===== config.mk =====
export PLATFORM = sky130hd
export DESIGN_NAME = sensor_node_status_table_flat
export DESIGN_NICKNAME = d
export VERILOG_FILES = /design/src/rtl/sns_pkg.sv /design/src/rtl/sns_if.sv /design/src/rtl/sns_ram.sv /design/src/rtl/sns_csr.sv /design/src/rtl/sensor_node_status_table.sv /design/src/flat_wrapper.sv
export VERILOG_INCLUDE_DIRS = /design/src /design/src/rtl
export SDC_FILE = /design/constraint.sdc
export NUM_CORES = 2
export LEC_CHECK = 0
export ABC_AREA = 1
export BUFFER_PORTS_ARGS = -buffer_cell sky130_fd_sc_hd__buf_2
export CAP_MARGIN = 0
export CORE_MARGIN = 1
export CORE_UTILIZATION = 30
export DETAILED_ROUTE_END_ITERATION = 6
export GPL_ROUTABILITY_DRIVEN = 0
export PLACE_DENSITY_LB_ADDON = 0.25
export SYNTH_ARGS = -nofsm -noshare
export SYNTH_HDL_FRONTEND = slang
export SYNTH_SLANG_ARGS = --single-unit

===== constraint.sdc =====
create_clock -name clock -period 24.8 [get_ports clock]
set_clock_uncertainty 0.2 [all_clocks]
set_input_delay 1.24 -clock clock [delete_from_list [all_inputs] [get_ports clock]]
set_output_delay 1.24 -clock clock [all_outputs]
set_load 0.02 [all_outputs]

===== src/rtl/assert_macros.svh =====
// Assertion macros used by the top level of the sensor node status table RTL.
// Each macro wraps one concurrent property, clocked and disabled by reset.
`ifndef ASSERT_MACROS_SVH
`define ASSERT_MACROS_SVH

// Same-cycle implication: when ante holds, cons must hold too.
`define SNS_ASSERT_IMP(label, clk, rst, ante, cons, msg) \
   label: assert property (@(posedge clk) disable iff (rst) (ante) |-> (cons)) \
      else $error(msg);

// Next-cycle implication: when ante holds, cons must hold in the next cycle.
`define SNS_ASSERT_NXT(label, clk, rst, ante, cons, msg) \
   label: assert property (@(posedge clk) disable iff (rst) (ante) |=> (cons)) \
      else $error(msg);

// Plain invariant checked at every clock edge.
`define SNS_ASSERT_ALW(label, clk, rst, prop, msg) \
   label: assert property (@(posedge clk) disable iff (rst) (prop)) \
      else $error(msg);

`endif


===== src/rtl/sns_pkg.sv =====
// Shared types and constants for the sensor node status table.
// Used by the interfaces, the register block and the top level.
`default_nettype none

package sns_pkg;

   // Field widths of the word formats.
   localparam int CMD_W      = 2;
   localparam int NODE_W     = 8;
   localparam int TIME_W     = 32;
   localparam int SEQ_IN_W   = 8;
   localparam int FLOAT_W    = 32;
   localparam int SID_W      = 64;
   localparam int STATUS_W   = 3;
   localparam int COUNT_W    = 4;

   // Register port geometry.
   localparam int CSR_DATA_W = 32;
   localparam int CSR_ADDR_W = 4;

   // Defaults of the top-level parameters.
   localparam int MAX_NODES_DEF = 8;
   localparam int SEQ_WIDTH_DEF = 8;

   // Reset values.
   localparam logic [COUNT_W-1:0] NODE_COUNT_RST = 4'd8;
   localparam logic [TIME_W-1:0]  STALE_MS_RST   = 32'd5000;
   localparam logic [TIME_W-1:0]  AIR_MS_RST     = 32'd10000;
   localparam logic [FLOAT_W-1:0] NAN_BITS       = 32'h7FC0_0000;

   // Commands carried by an input word.
   typedef enum logic [CMD_W-1:0] {
      CMD_SAMPLE = 2'd0,
      CMD_IDENT  = 2'd1,
      CMD_PROBE  = 2'd2,
      CMD_UNUSED = 2'd3
   } cmd_type;

   // Result status codes.
   typedef enum logic [STATUS_W-1:0] {
      ST_OK        = 3'd0,
      ST_INVALID   = 3'd1,
      ST_NO_IDENT  = 3'd2,
      ST_NO_SAMPLE = 3'd3,
      ST_STALE     = 3'd4,
      ST_FAULT     = 3'd5
   } status_type;

   // Register indexes (address bits [3:2]).
   typedef enum logic [1:0] {
      REG_NODE_COUNT = 2'd0,
      REG_STALE_MS   = 2'd1,
      REG_AIR_MS     = 2'd2,
      REG_NONE       = 2'd3
   } reg_index_type;

   // Configuration as seen by the table logic.
   typedef struct packed {
      logic [COUNT_W-1:0] node_count;
      logic [TIME_W-1:0]  stale_ms;
      logic [TIME_W-1:0]  air_ms;
   } cfg_type;

endpackage

`default_nettype wire


===== src/rtl/sns_if.sv =====
// Valid/ready channel interfaces for request and response words.
// Depends on sns_pkg for the field widths.
`default_nettype none

interface sns_req_if;
   logic                              valid;
   logic                              ready;
   logic [sns_pkg::CMD_W-1:0]         cmd;
   logic [sns_pkg::NODE_W-1:0]        node_id;
   logic [sns_pkg::TIME_W-1:0]        now_ms;
   logic [sns_pkg::SEQ_IN_W-1:0]      seq_num;
   logic [sns_pkg::FLOAT_W-1:0]       temp_bits;
   logic [sns_pkg::FLOAT_W-1:0]       humidity_bits;
   logic                              sensor_good;
   logic [sns_pkg::SID_W-1:0]         remote_sensor_id;

   modport source (output valid, cmd, node_id, now_ms, seq_num, temp_bits,
                   humidity_bits, sensor_good, remote_sensor_id, input ready);
   modport sink   (input valid, cmd, node_id, now_ms, seq_num, temp_bits,
                   humidity_bits, sensor_good, remote_sensor_id, output ready);
endinterface

interface sns_rsp_if;
   logic                              valid;
   logic                              ready;
   logic                              accepted;
   logic [sns_pkg::STATUS_W-1:0]      status;
   logic                              identity_known;
   logic [sns_pkg::SID_W-1:0]         sensor_id_out;
   logic [sns_pkg::TIME_W-1:0]        age_ms;
   logic [sns_pkg::FLOAT_W-1:0]       temp_out;
   logic [sns_pkg::FLOAT_W-1:0]       humidity_out;
   logic                              sensor_ok_out;
   logic [sns_pkg::SEQ_IN_W-1:0]      seq_out;
   logic                              fresh;

   modport source (output valid, accepted, status, identity_known, sensor_id_out, age_ms,
                   temp_out, humidity_out, sensor_ok_out, seq_out, fresh, input ready);
   modport sink   (input valid, accepted, status, identity_known, sensor_id_out, age_ms,
                   temp_out, humidity_out, sensor_ok_out, seq_out, fresh, output ready);
endinterface

`default_nettype wire


===== src/rtl/sns_ram.sv =====
// Generic single-write, single-read RAM with a registered read port.
// No dependencies.
`default_nettype none

module sns_ram #(
   parameter int WIDTH = 32,
   parameter int DEPTH = 8
) (
   input  wire logic                                          clock,
   input  wire logic                                          wr_en,
   input  wire logic [((DEPTH > 1) ? $clog2(DEPTH) : 1)-1:0]  wr_addr,
   input  wire logic [WIDTH-1:0]                              wr_data,
   input  wire logic                                          rd_en,
   input  wire logic [((DEPTH > 1) ? $clog2(DEPTH) : 1)-1:0]  rd_addr,
   output logic      [WIDTH-1:0]                              rd_data
);
   logic [WIDTH-1:0] mem_ff [DEPTH];
   logic [WIDTH-1:0] rd_data_ff;

   // Write port and registered read port.
   always_ff @(posedge clock) begin
      if (wr_en) begin
         mem_ff[wr_addr] <= wr_data;
      end
      if (rd_en) begin
         rd_data_ff <= mem_ff[rd_addr];
      end
   end

   assign rd_data = rd_data_ff;

endmodule

`default_nettype wire


===== src/rtl/sns_csr.sv =====
// APB-style configuration registers of the sensor node status table.
// Depends on sns_pkg for the register map and reset values.
`default_nettype none

module sns_csr (
   input  wire logic                             clock,
   input  wire logic                             reset,
   input  wire logic                             csr_psel,
   input  wire logic                             csr_penable,
   input  wire logic                             csr_pwrite,
   input  wire logic [sns_pkg::CSR_ADDR_W-1:0]   csr_paddr,
   input  wire logic [sns_pkg::CSR_DATA_W-1:0]   csr_pwdata,
   output logic      [sns_pkg::CSR_DATA_W-1:0]   csr_prdata,
   output logic                                  csr_pready,
   output sns_pkg::cfg_type                      cfg
);
   sns_pkg::cfg_type       cfg_ff;
   sns_pkg::cfg_type       cfg_in;
   sns_pkg::reg_index_type reg_sel;
   logic                   wr_strobe;

   assign reg_sel    = sns_pkg::reg_index_type'(csr_paddr[3:2]);
   assign wr_strobe  = csr_psel && csr_penable && csr_pwrite;
   assign csr_pready = 1'b1;

   // Next register values on a completed write.
   always_comb begin
      cfg_in = cfg_ff;
      if (wr_strobe) begin
         case (reg_sel)
            sns_pkg::REG_NODE_COUNT: cfg_in.node_count = csr_pwdata[sns_pkg::COUNT_W-1:0];
            sns_pkg::REG_STALE_MS:   cfg_in.stale_ms   = csr_pwdata;
            sns_pkg::REG_AIR_MS:     cfg_in.air_ms     = csr_pwdata;
            default:                 cfg_in = cfg_ff;
         endcase
      end
   end

   always_ff @(posedge clock) begin
      if (reset) begin
         cfg_ff.node_count <= sns_pkg::NODE_COUNT_RST;
         cfg_ff.stale_ms   <= sns_pkg::STALE_MS_RST;
         cfg_ff.air_ms     <= sns_pkg::AIR_MS_RST;
      end else begin
         cfg_ff <= cfg_in;
      end
   end

   // Read-back of the addressed register; unmapped addresses read zero.
   always_comb begin
      case (reg_sel)
         sns_pkg::REG_NODE_COUNT: csr_prdata = sns_pkg::CSR_DATA_W'(cfg_ff.node_count);
         sns_pkg::REG_STALE_MS:   csr_prdata = cfg_ff.stale_ms;
         sns_pkg::REG_AIR_MS:     csr_prdata = cfg_ff.air_ms;
         default:                 csr_prdata = '0;
      endcase
   end

   assign cfg = cfg_ff;

endmodule

`default_nettype wire


===== src/rtl/sensor_node_status_table.sv =====
// Sensor node status table: an accepted word is held in the input registers while the memories
// are read, and its response word is registered in the output register; a held response delays
// the next write-back. No new word is taken until the held word completes: the memory read is
// followed by the write-back of the same entry.
// Reset is synchronous and clears the received and identity flags; no clearing pass runs,
// and the configuration registers return to their default values.
`default_nettype none
`include "assert_macros.svh"

module sensor_node_status_table #(
   parameter int MAX_NODES = sns_pkg::MAX_NODES_DEF,
   parameter int SEQ_WIDTH = sns_pkg::SEQ_WIDTH_DEF
) (
   input  wire logic                             clock,
   input  wire logic                             reset,
   sns_req_if.sink                               req_chan,
   sns_rsp_if.source                             rsp_chan,
   input  wire logic                             csr_psel,
   input  wire logic                             csr_penable,
   input  wire logic                             csr_pwrite,
   input  wire logic [sns_pkg::CSR_ADDR_W-1:0]   csr_paddr,
   input  wire logic [sns_pkg::CSR_DATA_W-1:0]   csr_pwdata,
   output logic      [sns_pkg::CSR_DATA_W-1:0]   csr_prdata,
   output logic                                  csr_pready
);
   localparam int IDX_W   = (MAX_NODES > 1) ? $clog2(MAX_NODES) : 1;
   localparam int SEQ_W   = (SEQ_WIDTH < sns_pkg::SEQ_IN_W) ? SEQ_WIDTH : sns_pkg::SEQ_IN_W;
   localparam int T_W     = sns_pkg::TIME_W;
   localparam int F_W     = sns_pkg::FLOAT_W;
   // Sample entry layout, low to high: seq change time, sample time, seq, ok, humidity, temp.
   localparam int TC_LSB   = 0;
   localparam int TS_LSB   = TC_LSB + T_W;
   localparam int SEQ_LSB  = TS_LSB + T_W;
   localparam int OK_BIT   = SEQ_LSB + SEQ_W;
   localparam int HUM_LSB  = OK_BIT + 1;
   localparam int TEMP_LSB = HUM_LSB + F_W;
   localparam int SAMP_W   = TEMP_LSB + F_W;
   localparam logic [sns_pkg::NODE_W-1:0] MAX_NODES_B = sns_pkg::NODE_W'(MAX_NODES);

   sns_pkg::cfg_type cfg;

   // Configuration registers.
   sns_csr u_csr (
      .clock       (clock),
      .reset       (reset),
      .csr_psel    (csr_psel),
      .csr_penable (csr_penable),
      .csr_pwrite  (csr_pwrite),
      .csr_paddr   (csr_paddr),
      .csr_pwdata  (csr_pwdata),
      .csr_prdata  (csr_prdata),
      .csr_pready  (csr_pready),
      .cfg         (cfg)
   );

   // Handshake and node decode at the input.
   logic                       busy_ff;
   logic                       accept;
   logic                       complete;
   logic                       rsp_valid_ff;
   logic [sns_pkg::NODE_W-1:0] cnt_ext;
   logic [sns_pkg::NODE_W-1:0] cnt_eff;
   logic                       node_ok;
   logic [IDX_W-1:0]           req_idx;

   assign req_chan.ready = !busy_ff;
   assign accept         = req_chan.valid && !busy_ff;
   assign complete       = busy_ff && (!rsp_valid_ff || rsp_chan.ready);

   assign cnt_ext = sns_pkg::NODE_W'(cfg.node_count);
   assign cnt_eff = (cnt_ext > MAX_NODES_B) ? MAX_NODES_B : cnt_ext;
   assign node_ok = (req_chan.node_id != '0) && (req_chan.node_id <= cnt_eff);
   assign req_idx = IDX_W'(req_chan.node_id - sns_pkg::NODE_W'(1));

   // Word held while the memories are read.
   sns_pkg::cmd_type            cmd_ff;
   logic                        node_ok_ff;
   logic [IDX_W-1:0]            idx_ff;
   logic [T_W-1:0]              now_ff;
   logic [SEQ_W-1:0]            seq_ff;
   logic [F_W-1:0]              temp_ff;
   logic [F_W-1:0]              hum_ff;
   logic                        good_ff;
   logic [sns_pkg::SID_W-1:0]   rid_ff;

   always_ff @(posedge clock) begin
      if (reset) begin
         busy_ff <= 1'b0;
      end else if (accept) begin
         busy_ff <= 1'b1;
      end else if (complete) begin
         busy_ff <= 1'b0;
      end
      if (accept) begin
         cmd_ff     <= sns_pkg::cmd_type'(req_chan.cmd);
         node_ok_ff <= node_ok;
         idx_ff     <= req_idx;
         now_ff     <= req_chan.now_ms;
         seq_ff     <= req_chan.seq_num[SEQ_W-1:0];
         temp_ff    <= req_chan.temp_bits;
         hum_ff     <= req_chan.humidity_bits;
         good_ff    <= req_chan.sensor_good;
         rid_ff     <= req_chan.remote_sensor_id;
      end
   end

   // Entry memories: sample record and sensor identity.
   logic                        samp_we;
   logic [SAMP_W-1:0]           samp_wdata;
   logic [SAMP_W-1:0]           samp_rd;
   logic                        id_we;
   logic [sns_pkg::SID_W-1:0]   id_rd;

   sns_ram #(.WIDTH(SAMP_W), .DEPTH(MAX_NODES)) u_samp_ram (
      .clock   (clock),
      .wr_en   (samp_we),
      .wr_addr (idx_ff),
      .wr_data (samp_wdata),
      .rd_en   (accept),
      .rd_addr (req_idx),
      .rd_data (samp_rd)
   );

   sns_ram #(.WIDTH(sns_pkg::SID_W), .DEPTH(MAX_NODES)) u_id_ram (
      .clock   (clock),
      .wr_en   (id_we),
      .wr_addr (idx_ff),
      .wr_data (rid_ff),
      .rd_en   (accept),
      .rd_addr (req_idx),
      .rd_data (id_rd)
   );

   // Per-entry valid flags; an entry without its flag reads as its reset value.
   logic [MAX_NODES-1:0] received_ff;
   logic [MAX_NODES-1:0] ident_ff;

   always_ff @(posedge clock) begin
      if (reset) begin
         received_ff <= '0;
         ident_ff    <= '0;
      end else begin
         if (samp_we) begin
            received_ff[idx_ff] <= 1'b1;
         end
         if (id_we) begin
            ident_ff[idx_ff] <= 1'b1;
         end
      end
   end

   // Fields of the entry being worked on.
   logic                 rcv;
   logic                 idk;
   logic [F_W-1:0]       temp_rd;
   logic [F_W-1:0]       hum_rd;
   logic                 ok_rd;
   logic [SEQ_W-1:0]     seq_rd;
   logic [T_W-1:0]       ts_rd;
   logic [T_W-1:0]       tc_rd;
   logic [T_W-1:0]       age;
   logic [T_W-1:0]       since_change;
   logic                 advanced;
   logic                 stale;

   assign rcv          = received_ff[idx_ff];
   assign idk          = ident_ff[idx_ff];
   assign temp_rd      = rcv ? samp_rd[TEMP_LSB +: F_W] : sns_pkg::NAN_BITS;
   assign hum_rd       = rcv ? samp_rd[HUM_LSB +: F_W] : sns_pkg::NAN_BITS;
   assign ok_rd        = rcv && samp_rd[OK_BIT];
   assign seq_rd       = rcv ? samp_rd[SEQ_LSB +: SEQ_W] : '0;
   assign ts_rd        = rcv ? samp_rd[TS_LSB +: T_W] : '0;
   assign tc_rd        = rcv ? samp_rd[TC_LSB +: T_W] : '0;
   assign age          = now_ff - ts_rd;
   assign since_change = now_ff - tc_rd;
   assign advanced     = !rcv || (seq_rd != seq_ff);
   assign stale        = !advanced && (since_change > cfg.stale_ms);

   // Response word and write-back for the held command.
   logic                        acc_in;
   sns_pkg::status_type         status_in;
   logic                        idk_in;
   logic [sns_pkg::SID_W-1:0]   sid_in;
   logic [T_W-1:0]              age_in;
   logic [F_W-1:0]              temp_in;
   logic [F_W-1:0]              hum_in;
   logic                        ok_in;
   logic [sns_pkg::SEQ_IN_W-1:0] seq_in;
   logic                        fresh_in;

   always_comb begin
      acc_in     = 1'b0;
      status_in  = sns_pkg::ST_INVALID;
      idk_in     = 1'b0;
      sid_in     = '0;
      age_in     = '0;
      temp_in    = '0;
      hum_in     = '0;
      ok_in      = 1'b0;
      seq_in     = '0;
      fresh_in   = 1'b0;
      samp_we    = 1'b0;
      id_we      = 1'b0;
      samp_wdata = {temp_ff, hum_ff, good_ff, seq_ff, now_ff, advanced ? now_ff : tc_rd};
      if (node_ok_ff) begin
         case (cmd_ff)
            sns_pkg::CMD_SAMPLE: begin
               samp_we = complete;
               if (stale) begin
                  // Refused report: keep the entry, drop its sensor-ok flag.
                  samp_wdata = {temp_rd, hum_rd, 1'b0, seq_rd, ts_rd, tc_rd};
                  status_in  = sns_pkg::ST_STALE;
               end else begin
                  acc_in    = 1'b1;
                  status_in = sns_pkg::ST_OK;
               end
            end
            sns_pkg::CMD_IDENT: begin
               id_we     = complete;
               acc_in    = 1'b1;
               status_in = sns_pkg::ST_OK;
            end
            sns_pkg::CMD_PROBE: begin
               acc_in   = 1'b1;
               idk_in   = idk;
               sid_in   = idk ? id_rd : '0;
               fresh_in = rcv && ok_rd && (age <= cfg.air_ms);
               if (!idk) begin
                  status_in = sns_pkg::ST_NO_IDENT;
               end else if (!rcv) begin
                  status_in = sns_pkg::ST_NO_SAMPLE;
               end else begin
                  age_in  = age;
                  temp_in = temp_rd;
                  hum_in  = hum_rd;
                  ok_in   = ok_rd;
                  seq_in  = sns_pkg::SEQ_IN_W'(seq_rd);
                  if (!ok_rd) begin
                     status_in = sns_pkg::ST_FAULT;
                  end else if (age > cfg.air_ms) begin
                     status_in = sns_pkg::ST_STALE;
                  end else begin
                     status_in = sns_pkg::ST_OK;
                  end
               end
            end
            default: begin
               status_in = sns_pkg::ST_INVALID;
            end
         endcase
      end
   end

   // Output register.
   logic                         acc_ff;
   sns_pkg::status_type          status_ff;
   logic                         idk_ff;
   logic [sns_pkg::SID_W-1:0]    sid_ff;
   logic [T_W-1:0]               age_ff;
   logic [F_W-1:0]               temp_out_ff;
   logic [F_W-1:0]               hum_out_ff;
   logic                         ok_ff;
   logic [sns_pkg::SEQ_IN_W-1:0] seq_out_ff;
   logic                         fresh_ff;

   always_ff @(posedge clock) begin
      if (reset) begin
         rsp_valid_ff <= 1'b0;
      end else if (complete) begin
         rsp_valid_ff <= 1'b1;
      end else if (rsp_chan.ready) begin
         rsp_valid_ff <= 1'b0;
      end
      if (complete) begin
         acc_ff      <= acc_in;
         status_ff   <= status_in;
         idk_ff      <= idk_in;
         sid_ff      <= sid_in;
         age_ff      <= age_in;
         temp_out_ff <= temp_in;
         hum_out_ff  <= hum_in;
         ok_ff       <= ok_in;
         seq_out_ff  <= seq_in;
         fresh_ff    <= fresh_in;
      end
   end

   assign rsp_chan.valid          = rsp_valid_ff;
   assign rsp_chan.accepted       = acc_ff;
   assign rsp_chan.status         = status_ff;
   assign rsp_chan.identity_known = idk_ff;
   assign rsp_chan.sensor_id_out  = sid_ff;
   assign rsp_chan.age_ms         = age_ff;
   assign rsp_chan.temp_out       = temp_out_ff;
   assign rsp_chan.humidity_out   = hum_out_ff;
   assign rsp_chan.sensor_ok_out  = ok_ff;
   assign rsp_chan.seq_out        = seq_out_ff;
   assign rsp_chan.fresh          = fresh_ff;

   // Checks on the sequencing of the table logic.
   `SNS_ASSERT_ALW(a_one_store_written, clock, reset, $onehot0({samp_we, id_we}),
                   "both entry memories written in one cycle")
   `SNS_ASSERT_NXT(a_accept_holds, clock, reset, accept, busy_ff,
                   "accepted word not held for the memory read")
   `SNS_ASSERT_NXT(a_complete_shows, clock, reset, complete, rsp_valid_ff && !busy_ff,
                   "completed word did not reach the output register")
   `SNS_ASSERT_IMP(a_refused_status, clock, reset, rsp_valid_ff && !acc_ff,
                   status_ff == sns_pkg::ST_INVALID || status_ff == sns_pkg::ST_STALE,
                   "refused word carries a status other than invalid or stale")

endmodule

`default_nettype wire


===== src/flat_wrapper.sv =====
// flat-port wrapper written by rule: the top's interface ports become plain ports
module sensor_node_status_table_flat 
#(
   parameter int MAX_NODES = sns_pkg::MAX_NODES_DEF,
   parameter int SEQ_WIDTH = sns_pkg::SEQ_WIDTH_DEF
)
  (clock, reset, csr_psel, csr_penable, csr_pwrite, csr_paddr, csr_pwdata, csr_prdata, csr_pready, req_chan_valid, req_chan_cmd, req_chan_node_id, req_chan_now_ms, req_chan_seq_num, req_chan_temp_bits, req_chan_humidity_bits, req_chan_sensor_good, req_chan_remote_sensor_id, req_chan_ready, rsp_chan_valid, rsp_chan_accepted, rsp_chan_status, rsp_chan_identity_known, rsp_chan_sensor_id_out, rsp_chan_age_ms, rsp_chan_temp_out, rsp_chan_humidity_out, rsp_chan_sensor_ok_out, rsp_chan_seq_out, rsp_chan_fresh, rsp_chan_ready);
  sns_req_if req_chan_i ();
  sns_rsp_if rsp_chan_i ();
  input  wire logic clock;
  input  wire logic reset;
  input  wire logic csr_psel;
  input  wire logic csr_penable;
  input  wire logic csr_pwrite;
  input  wire logic [sns_pkg::CSR_ADDR_W-1:0] csr_paddr;
  input  wire logic [sns_pkg::CSR_DATA_W-1:0] csr_pwdata;
  output logic      [sns_pkg::CSR_DATA_W-1:0] csr_prdata;
  output logic csr_pready;
  input wire logic [$bits(req_chan_i.valid)-1:0] req_chan_valid;
  input wire logic [$bits(req_chan_i.cmd)-1:0] req_chan_cmd;
  input wire logic [$bits(req_chan_i.node_id)-1:0] req_chan_node_id;
  input wire logic [$bits(req_chan_i.now_ms)-1:0] req_chan_now_ms;
  input wire logic [$bits(req_chan_i.seq_num)-1:0] req_chan_seq_num;
  input wire logic [$bits(req_chan_i.temp_bits)-1:0] req_chan_temp_bits;
  input wire logic [$bits(req_chan_i.humidity_bits)-1:0] req_chan_humidity_bits;
  input wire logic [$bits(req_chan_i.sensor_good)-1:0] req_chan_sensor_good;
  input wire logic [$bits(req_chan_i.remote_sensor_id)-1:0] req_chan_remote_sensor_id;
  output wire logic [$bits(req_chan_i.ready)-1:0] req_chan_ready;
  output wire logic [$bits(rsp_chan_i.valid)-1:0] rsp_chan_valid;
  output wire logic [$bits(rsp_chan_i.accepted)-1:0] rsp_chan_accepted;
  output wire logic [$bits(rsp_chan_i.status)-1:0] rsp_chan_status;
  output wire logic [$bits(rsp_chan_i.identity_known)-1:0] rsp_chan_identity_known;
  output wire logic [$bits(rsp_chan_i.sensor_id_out)-1:0] rsp_chan_sensor_id_out;
  output wire logic [$bits(rsp_chan_i.age_ms)-1:0] rsp_chan_age_ms;
  output wire logic [$bits(rsp_chan_i.temp_out)-1:0] rsp_chan_temp_out;
  output wire logic [$bits(rsp_chan_i.humidity_out)-1:0] rsp_chan_humidity_out;
  output wire logic [$bits(rsp_chan_i.sensor_ok_out)-1:0] rsp_chan_sensor_ok_out;
  output wire logic [$bits(rsp_chan_i.seq_out)-1:0] rsp_chan_seq_out;
  output wire logic [$bits(rsp_chan_i.fresh)-1:0] rsp_chan_fresh;
  input wire logic [$bits(rsp_chan_i.ready)-1:0] rsp_chan_ready;
  assign req_chan_i.valid = req_chan_valid;
  assign req_chan_i.cmd = req_chan_cmd;
  assign req_chan_i.node_id = req_chan_node_id;
  assign req_chan_i.now_ms = req_chan_now_ms;
  assign req_chan_i.seq_num = req_chan_seq_num;
  assign req_chan_i.temp_bits = req_chan_temp_bits;
  assign req_chan_i.humidity_bits = req_chan_humidity_bits;
  assign req_chan_i.sensor_good = req_chan_sensor_good;
  assign req_chan_i.remote_sensor_id = req_chan_remote_sensor_id;
  assign req_chan_ready = req_chan_i.ready;
  assign rsp_chan_valid = rsp_chan_i.valid;
  assign rsp_chan_accepted = rsp_chan_i.accepted;
  assign rsp_chan_status = rsp_chan_i.status;
  assign rsp_chan_identity_known = rsp_chan_i.identity_known;
  assign rsp_chan_sensor_id_out = rsp_chan_i.sensor_id_out;
  assign rsp_chan_age_ms = rsp_chan_i.age_ms;
  assign rsp_chan_temp_out = rsp_chan_i.temp_out;
  assign rsp_chan_humidity_out = rsp_chan_i.humidity_out;
  assign rsp_chan_sensor_ok_out = rsp_chan_i.sensor_ok_out;
  assign rsp_chan_seq_out = rsp_chan_i.seq_out;
  assign rsp_chan_fresh = rsp_chan_i.fresh;
  assign rsp_chan_i.ready = rsp_chan_ready;
  sensor_node_status_table #(.MAX_NODES(MAX_NODES), .SEQ_WIDTH(SEQ_WIDTH)) u_core (.clock(clock), .reset(reset), .req_chan(req_chan_i), .rsp_chan(rsp_chan_i), .csr_psel(csr_psel), .csr_penable(csr_penable), .csr_pwrite(csr_pwrite), .csr_paddr(csr_paddr), .csr_pwdata(csr_pwdata), .csr_prdata(csr_prdata), .csr_pready(csr_pready));
endmodule

After elaboration in Yosys (flattened, before gate mapping)
Memories as Yosys holds them, arrays and structs flattened. A register that Yosys moved wholly into a read port is not among the register bits. Index checks and enable logic that the tools add are counted.

Equality and inequality tests: 5. Bitwise gates (word level): 2. Reductions and logical operators: 28. Add/subtract/negate cells: 3. $lt $le $gt $ge: 7. Multiplexer cells: 37.

Operators by type and width (number): $mux W137 (3); $mux W32 (5); $pmux W32 S3 (1); $gt A32 B32 Y1 (2); $sub A32 B32 Y32 (2); $le A32 B32 Y1 (1); $mux W1 (16); $or A8 B8 Y8 (2); $mux W3 (5); $logic_and A1 B1 Y1 (10); $pmux W3 S3 (1); $le A8 B4 Y1 (1); $mux W8 (1); $ne A8 B8 Y1 (1); $reduce_and A2 Y1 (4); $reduce_bool A8 Y1 (1); $bmux W1 S3 (2); $eq A2 B1 Y1 const B (2); $eq A2 B2 Y1 const B (2); $gt A4 B4 Y1 const B (1); $logic_not A1 Y1 (4); $logic_not A2 Y1 (2); $lt A3 B4 Y1 const B (1); $mux W4 (1); 9 further kinds (11).

Memories kept: 2. Word-level logic and storage cells: 110. Register bits after elaboration: 436. Bits in writable memories: 1608.

Memories: u_core.u_samp_ram.mem_ff (depth 8, width 137, rd ports 1, clocked after Yosys merged registers in 1, write ports 1, RTL line sns_ram.sv:17) `logic [WIDTH-1:0] mem_ff [DEPTH];`; u_core.u_id_ram.mem_ff (depth 8, width 64, rd ports 1, clocked after Yosys merged registers in 1, write ports 1, RTL line sns_ram.sv:17).

Longest topological paths before layout
Word-level depth: 10. Depth in mapped cells: 41. Gate-level depth less buffers: 36.

Hierarchy
From an unflattened synthesis, not the netlist that was laid out.

Cell total of the unflattened synthesis: 9963. Area total of the unflattened synthesis: 99802.0 um2.

By module, submodules not included: sns_ram at u_core.u_samp_ram (area an instance 51932.3 um2, cells an instance 4890, sequential area each 37025.5 um2, instances 1); sns_ram at u_core.u_id_ram (area an instance 24298.3 um2, cells an instance 2294, sequential area each 17296.6 um2, instances 1); sensor_node_status_table (area an instance 20342.0 um2, cells an instance 2269, sequential area each 10870.4 um2, instances 1); sns_csr (area an instance 3229.3 um2, cells an instance 510, sequential area each 1361.3 um2, instances 1).

Least setup slack after synthesis
No wires, ideal clock.

Kind: input port to flip-flop. From: input port req_chan_valid. To: register u_core.cmd_ff[0], enable pin. Required time: 23465 ps. Setup time: 1135 ps. Setup slack: 6416 ps. Data arrival time: 17050 ps. Cell stages on the path: 2. Cell sequence: inv_1 -> nor2_1.

Word-level cells in the longest chain between the ends: 1.

Ends and longest elaborated chain: start, declared (RTL line flat_wrapper.sv:19) `input wire logic [$bits(req_chan_i.valid)-1:0] req_chan_valid;`; $logic_and A1 B1 Y1 (RTL line sensor_node_status_table.sv:67) `assign accept = req_chan.valid && !busy_ff;`; via u_core.accept (RTL line sensor_node_status_table.sv:58) `logic accept;`; end signal, assigned (RTL line sensor_node_status_table.sv:95) `cmd_ff <= sns_pkg::cmd_type'(req_chan.cmd);`; end, declared (RTL line sensor_node_status_table.sv:76) `sns_pkg::cmd_type cmd_ff;`.

The timed path passes the listed nets, and every way through them passes these cells. A chain may end at the register's enable or synchronous reset.

Worst setup path in the final report
From: register u_core.idx_ff[0]. To: memory u_core.u_samp_ram.mem_ff[6][117] in the netlist's numbering (data pin).

Word-level cells in the longest chain between the ends: 10.

Ends and longest elaborated chain: start, declared (RTL line sensor_node_status_table.sv:78) `logic [IDX_W-1:0] idx_ff;`; start signal, assigned (RTL line sensor_node_status_table.sv:97) `idx_ff <= req_idx;`; $bmux W1 S3 * (RTL line sensor_node_status_table.sv:166) `assign rcv = received_ff[idx_ff];`; $mux W1 (implied by the code) * (RTL line sensor_node_status_table.sv:166); branches (longest 5 deep; another with $sub A32 B32 Y32); $mux W137 * (RTL line sensor_node_status_table.sv:209) `if (stale) begin`; $mux W137 * (RTL line sensor_node_status_table.sv:206) `case (cmd_ff)`; $mux W137 * (RTL line sensor_node_status_table.sv:205) `if (node_ok_ff) begin`; via u_core.samp_wdata[117] (RTL line sensor_node_status_table.sv:109) `logic [SAMP_W-1:0] samp_wdata;`; end, declared (RTL line sns_ram.sv:17).

Mark *: on every way through the listed nets, which the timed path passes. The select of a mux whose other input is x is not followed.

==> metrics.md <==
| Metric | Value |
|---|---|
| Combinational Power Share | `7.1%` |
| Crit-path slowest cell | `o21ai_0` |
| Path category of the worst min-delay check | `flip-flop to flip-flop` |
| GR met2 Demand/Resource | `26.6%` |
| Unrepaired setup endpoints after global routing | `false` |
| Library cell used as clock root buffer | `clkbuf_16` |
| Pwr per Cell Area | `approximately 80 nW/um^2` |
| Max Cap Viol | `0` |
| Synth Register Bits | `2,245` |
| Worst min-delay path endpoint | `u_core.ident_ff[7]$_SDFFE_PP0P_` |
| Cell area after technology mapping | `around 90,000 um^2` |
| Number of global-route vias before repair | `roughly 56,000` |
| Average detailed-routed wire length per instance | `21.3 um` |
| Layout cell share with drive strength beyond 1 | `11.6%` |
| Clock latency on the worst-skew pair | `0.89 ns` |
| Input/output buffers | `428` |
| Post-Route Setup TNS | `0 ns` |
| Status | `complete, no violations` |
| Final #Nets | `8,007` |
| Number of standard cells after synthesis | `between 7,000 and 8,000` |
| Primary FF master, synth | `edfxtp_1` |
| Clock sink count | `2,245` |
| Clk network pwr share | `42.5%` |
| Die X-Extent | `550 um` |
| Largest net degree at the start of global routing | `221` |
| Max-slew violations | `0` |
| Global-route wire length before repair | `367,000 um` |
| Crit Path Max Fanout | `118` |
| CTS hold repair buffers | `0` |
| Setup slack of the worst register-to-register path | `17.00 ns` |
| Detailed-placement wirelength estimate | `between 100,000 and 150,000 um` |
| Max Fclk | `128 MHz` |
| Detailed Route Iter0 Violations | `roughly 4,600` |
| Pwr Total | `8560 uW` |
| Core area | `298,000 um^2` |
| Slew at the pin closest to its max-slew limit | `1.37 ns` |
| I/O pins | `roughly 430` |
| Final clock period utilization by the worst path | `31.4%` |
| Fraction of power spent switching nets | `23.4%` |
| Worst hold path startpoint | `u_core.ident_ff[7]$_SDFFE_PP0P_` |
| CP Capture Type | `flip-flop` |
| Total die area | `about 300,000 um^2` |
| First-pass DRT Iterations | `6` |
| GRT overflow | `0` |
| Worst endpoint data arrival time | `8.17 ns` |
| CTS H-tree lvls | `4` |
| Net Switching | `approximately 2000 uW` |
| Post-layout instance count excluding filler cells | `11,800` |
| R2r startpoint | `u_core.idx_ff[0]$_DFFE_PP_` |
| Most common cell on crit path | `nand2_1` |
| Required time at the worst-slack endpoint | `approximately 25 ns` |
| Number of antenna violations at the first check in global routing | `27` |
| Die extent in y | `550 um` |
| Leakage dissipation | `0.0361 uW` |
| Number of clock buffers inserted by TritonCTS | `242` |
| # resized after CTS | `0` |
| Clock-pin slew on the worst setup and hold paths | `~0.060 ns` |
| TritonCTS clock tree | `done` |
| Smallest hold slack | `0.270 ns` |
| Final routed DRC violation total | `0` |
| Logic depth of the worst register-to-register path | `26` |
| Detail Route Antenna Nets | `0` |
| Count of buffers added by post-CTS timing repair for setup | `0` |
| Number of flops mapped to enable cells by yosys | `approximately 2,200` |
| GR Layer Usage met3 | `under 10%` |
| Average footprint of a synthesized cell | `12.4 um^2` |
| Num rows | `200` |
| Minimum clock period after layout | `7.80 ns` |
| Starting Density | `30.3%` |
| Worst reg2reg path endpoint | `u_core.u_samp_ram.mem_ff[6][117]$_DFFE_PP_` |
| Nets in the synthesized netlist | `7,653` |
| Cell count after placement | `about 11,000` |
| Fraction of registers with async set or reset after synthesis | `0%` |
| Slowest cell delay on critical path | `0.84 ns` |
| Crit path kind | `flip-flop to flip-flop` |
| Critical path startpoint category | `flip-flop` |
| Met1 Use GR | `a little over a fifth` |
| Vias after detailed routing | `56,900` |
| Average vias per placed instance | `4.82` |
| Internal power summed over all cells | `6560 uW` |
| Hold Path Depth | `2` |
| Worst vdd rail ir drop | `between 0.07 and 0.08 mV` |
| Sequential share of power | `50.4%` |
| Register area share after synthesis | `73.9%` |
| Area overhead of the layout relative to synthesis | `16.1%` |
| Total of endpoints with negative setup slack in the final report | `0` |
| Final hold violation count | `0` |
| Count of synthesis-stage warnings from yosys | `0` |
| Post-layout utilization of the core | `between 30% and 40%` |
| Cell variety after synth | `45` |
| CTS max path bufs | `4` |
| GRT Util Overall | `16.2%` |
| Grt peak-use layer | `met2` |
| Relative slew slack | `8.67%` |
| Total wirelength of the detailed-routed design | `251,000 um` |
cell families (layout without fill, tap and decap cells):
| family | after synthesis | after routing | share of synthesized area (%) |
|---|---|---|---|
| AO/OA/AOI/OAI | 1655 | 1655 | 9.98 |
| other | 1 | 16 | 0.00416 |
| flip-flops | 2245 | 2245 | 73.9 |
| XOR/XNOR | 57 | 57 | 0.554 |
| adder cells (fa/ha/maj) | 138 | 138 | 1.93 |
| buffers and inverters | 809 | 1365 | 3.51 |
| AND/OR/NAND/NOR | 2388 | 2388 | 10.1 |
layout make-up:
class                   instances  area (um^2)
fillers                     29100       193000
flip-flops and latches       2245        66600
multi-input cells            4239        20600
clock buffers                 269         6180
well taps                    3939         4930
repair buffers                519         2950
clock inverters               177         1820
inverters                     400         1530
diodes                         15         37.5
through the flow:
step | setup slack, ns | cell area [um^2]
after floorplan | 6.42 | 90100
after global placement | 17.02 | 96500
after detailed placement | 17.04 | 96500
after CTS | 16.98 | 105000
after global routing | 16.26 | 105000
final | 17.00 | 105000
power by group through the flow:
stage | combinational [uW] | sequential, uW | clock (uW)
6_report | 606 | 4320 | 3640
5_1_grt | 678 | 4320 | 3860
4_1_cts | 614 | 4320 | 3730
3_5_place_dp | 611 | 4390 | 0
3_3_place_gp | 604 | 4390 | 0
2_1_floorplan | 371 | 4420 | 0
metal layers:
| metal | up-vias | share of wire (%) |
|---|---|---|
| met5 | - | 0.076 |
| met4 | 30 | 4.0 |
| met3 | 430 | 6.0 |
| met2 | 1518 | 47 |
| met1 | 28200 | 43 |
| li1 | 26700 | - |
state kept, by name, indices dropped and copies added, names as in the netlist, 2 cells and up:
signal and cells:
u_core.u_id_ram.rd_data 64, u_core.u_id_ram.mem_ff 512, u_core.cmd_ff 2, u_core.rsp_chan.sensor_id_out 64
u_core.rsp_chan.humidity_out 32, u_core.idx_ff 3, u_core.rsp_chan.seq_out 8, u_core.seq_ff 8
u_core.rsp_chan.temp_out 32, u_core.u_samp_ram.rd_data 137, u_core.now_ff 32, u_core.received_ff 8
u_core.rsp_chan.age_ms 32, u_core.hum_ff 32, u_core.rid_ff 64, u_core.u_samp_ram.mem_ff 1096
u_core.ident_ff 8, u_core.u_csr.cfg 68, u_core.rsp_chan.status 3, u_core.temp_ff 32
critical path: cells and delay by family (launching register included):
kind / cells / cell delay (ns)
and+or+nand+nor: 19 / 3.65
AOI/OAI and AO/OA: 2 / 1.26
adders and majority gates: 2 / 0.83
buffers and inverters: 3 / 0.65
DFF: 1 / 0.55
cell usage after synthesis, types with 3 or more instances:
cell type | instances | area (um^2)
a21boi_0 | 4 | 30.0
a21o_1 | 9 | 67.6
a21oi_1 | 159 | 796
a221oi_1 | 5 | 43.8
a31oi_1 | 209 | 1310
buf_1 | 26 | 97.6
buf_2 | 11 | 55.1
buf_4 | 4 | 30.0
buf_6 | 13 | 146
clkbuf_1 | 355 | 1330
clkinv_1 | 4 | 15.0
dfxtp_1 | 86 | 1720
edfxtp_1 | 2159 | 64800
ha_1 | 136 | 1700
inv_1 | 395 | 1480
nand2_1 | 501 | 1880
nand3_1 | 38 | 190
nand3b_1 | 5 | 37.5
nand4_1 | 18 | 113
nor2_1 | 1795 | 6740
nor3_1 | 17 | 85.1
nor4_1 | 8 | 50.1
o211ai_1 | 16 | 120
o21a_1 | 4 | 30.0
o21ai_0 | 952 | 4760
o21ai_1 | 48 | 240
o21bai_1 | 6 | 45.0
o221ai_1 | 5 | 43.8
o22ai_1 | 230 | 1440
o31ai_1 | 3 | 22.5
xnor2_1 | 14 | 123
xor2_1 | 43 | 377
placed cells by master, fill, tap and decap left out, drive strengths merged, types with 8 or more instances in the layout:
cell type	synthesis	routed
xnor2	14	14
edfxtp	2159	2159
a21o	9	9
nand2	502	502
inv	396	405
bufinv	0	31
a31oi	209	209
nand3	38	38
nor3	17	17
nor2	1796	1796
clkinvlp	0	10
ha	136	136
nand4	19	19
o211ai	16	16
a21oi	159	159
o22ai	230	230
diode	0	15
dfxtp	86	86
xor2	43	43
clkinv	4	131
o21ai	1000	1000
nor4	8	8
clkbuf	355	269
buf	54	519
worst max-delay path by stage:
stage | start | end | slack [ns] | cells after the start
after floorplan | req_chan_valid | u_core.cmd_ff[0]$_DFFE_PP_ | 6.42 | 2
after global placement | u_core.idx_ff[0]$_DFFE_PP_ | u_core.u_samp_ram.mem_ff[1][118]$_DFFE_PP_ | 17.02 | 33
after global routing | u_core.idx_ff[0]$_DFFE_PP_ | u_core.u_samp_ram.mem_ff[0][118]$_DFFE_PP_ | 16.26 | 33
after detailed placement | u_core.idx_ff[0]$_DFFE_PP_ | u_core.u_samp_ram.mem_ff[0][38]$_DFFE_PP_ | 17.04 | 33
after CTS | u_core.idx_ff[0]$_DFFE_PP_ | u_core.u_samp_ram.mem_ff[3][38]$_DFFE_PP_ | 16.98 | 33
final | u_core.idx_ff[0]$_DFFE_PP_ | u_core.u_samp_ram.mem_ff[6][117]$_DFFE_PP_ | 17.00 | 26
Power figures use the tool's default switching activity.
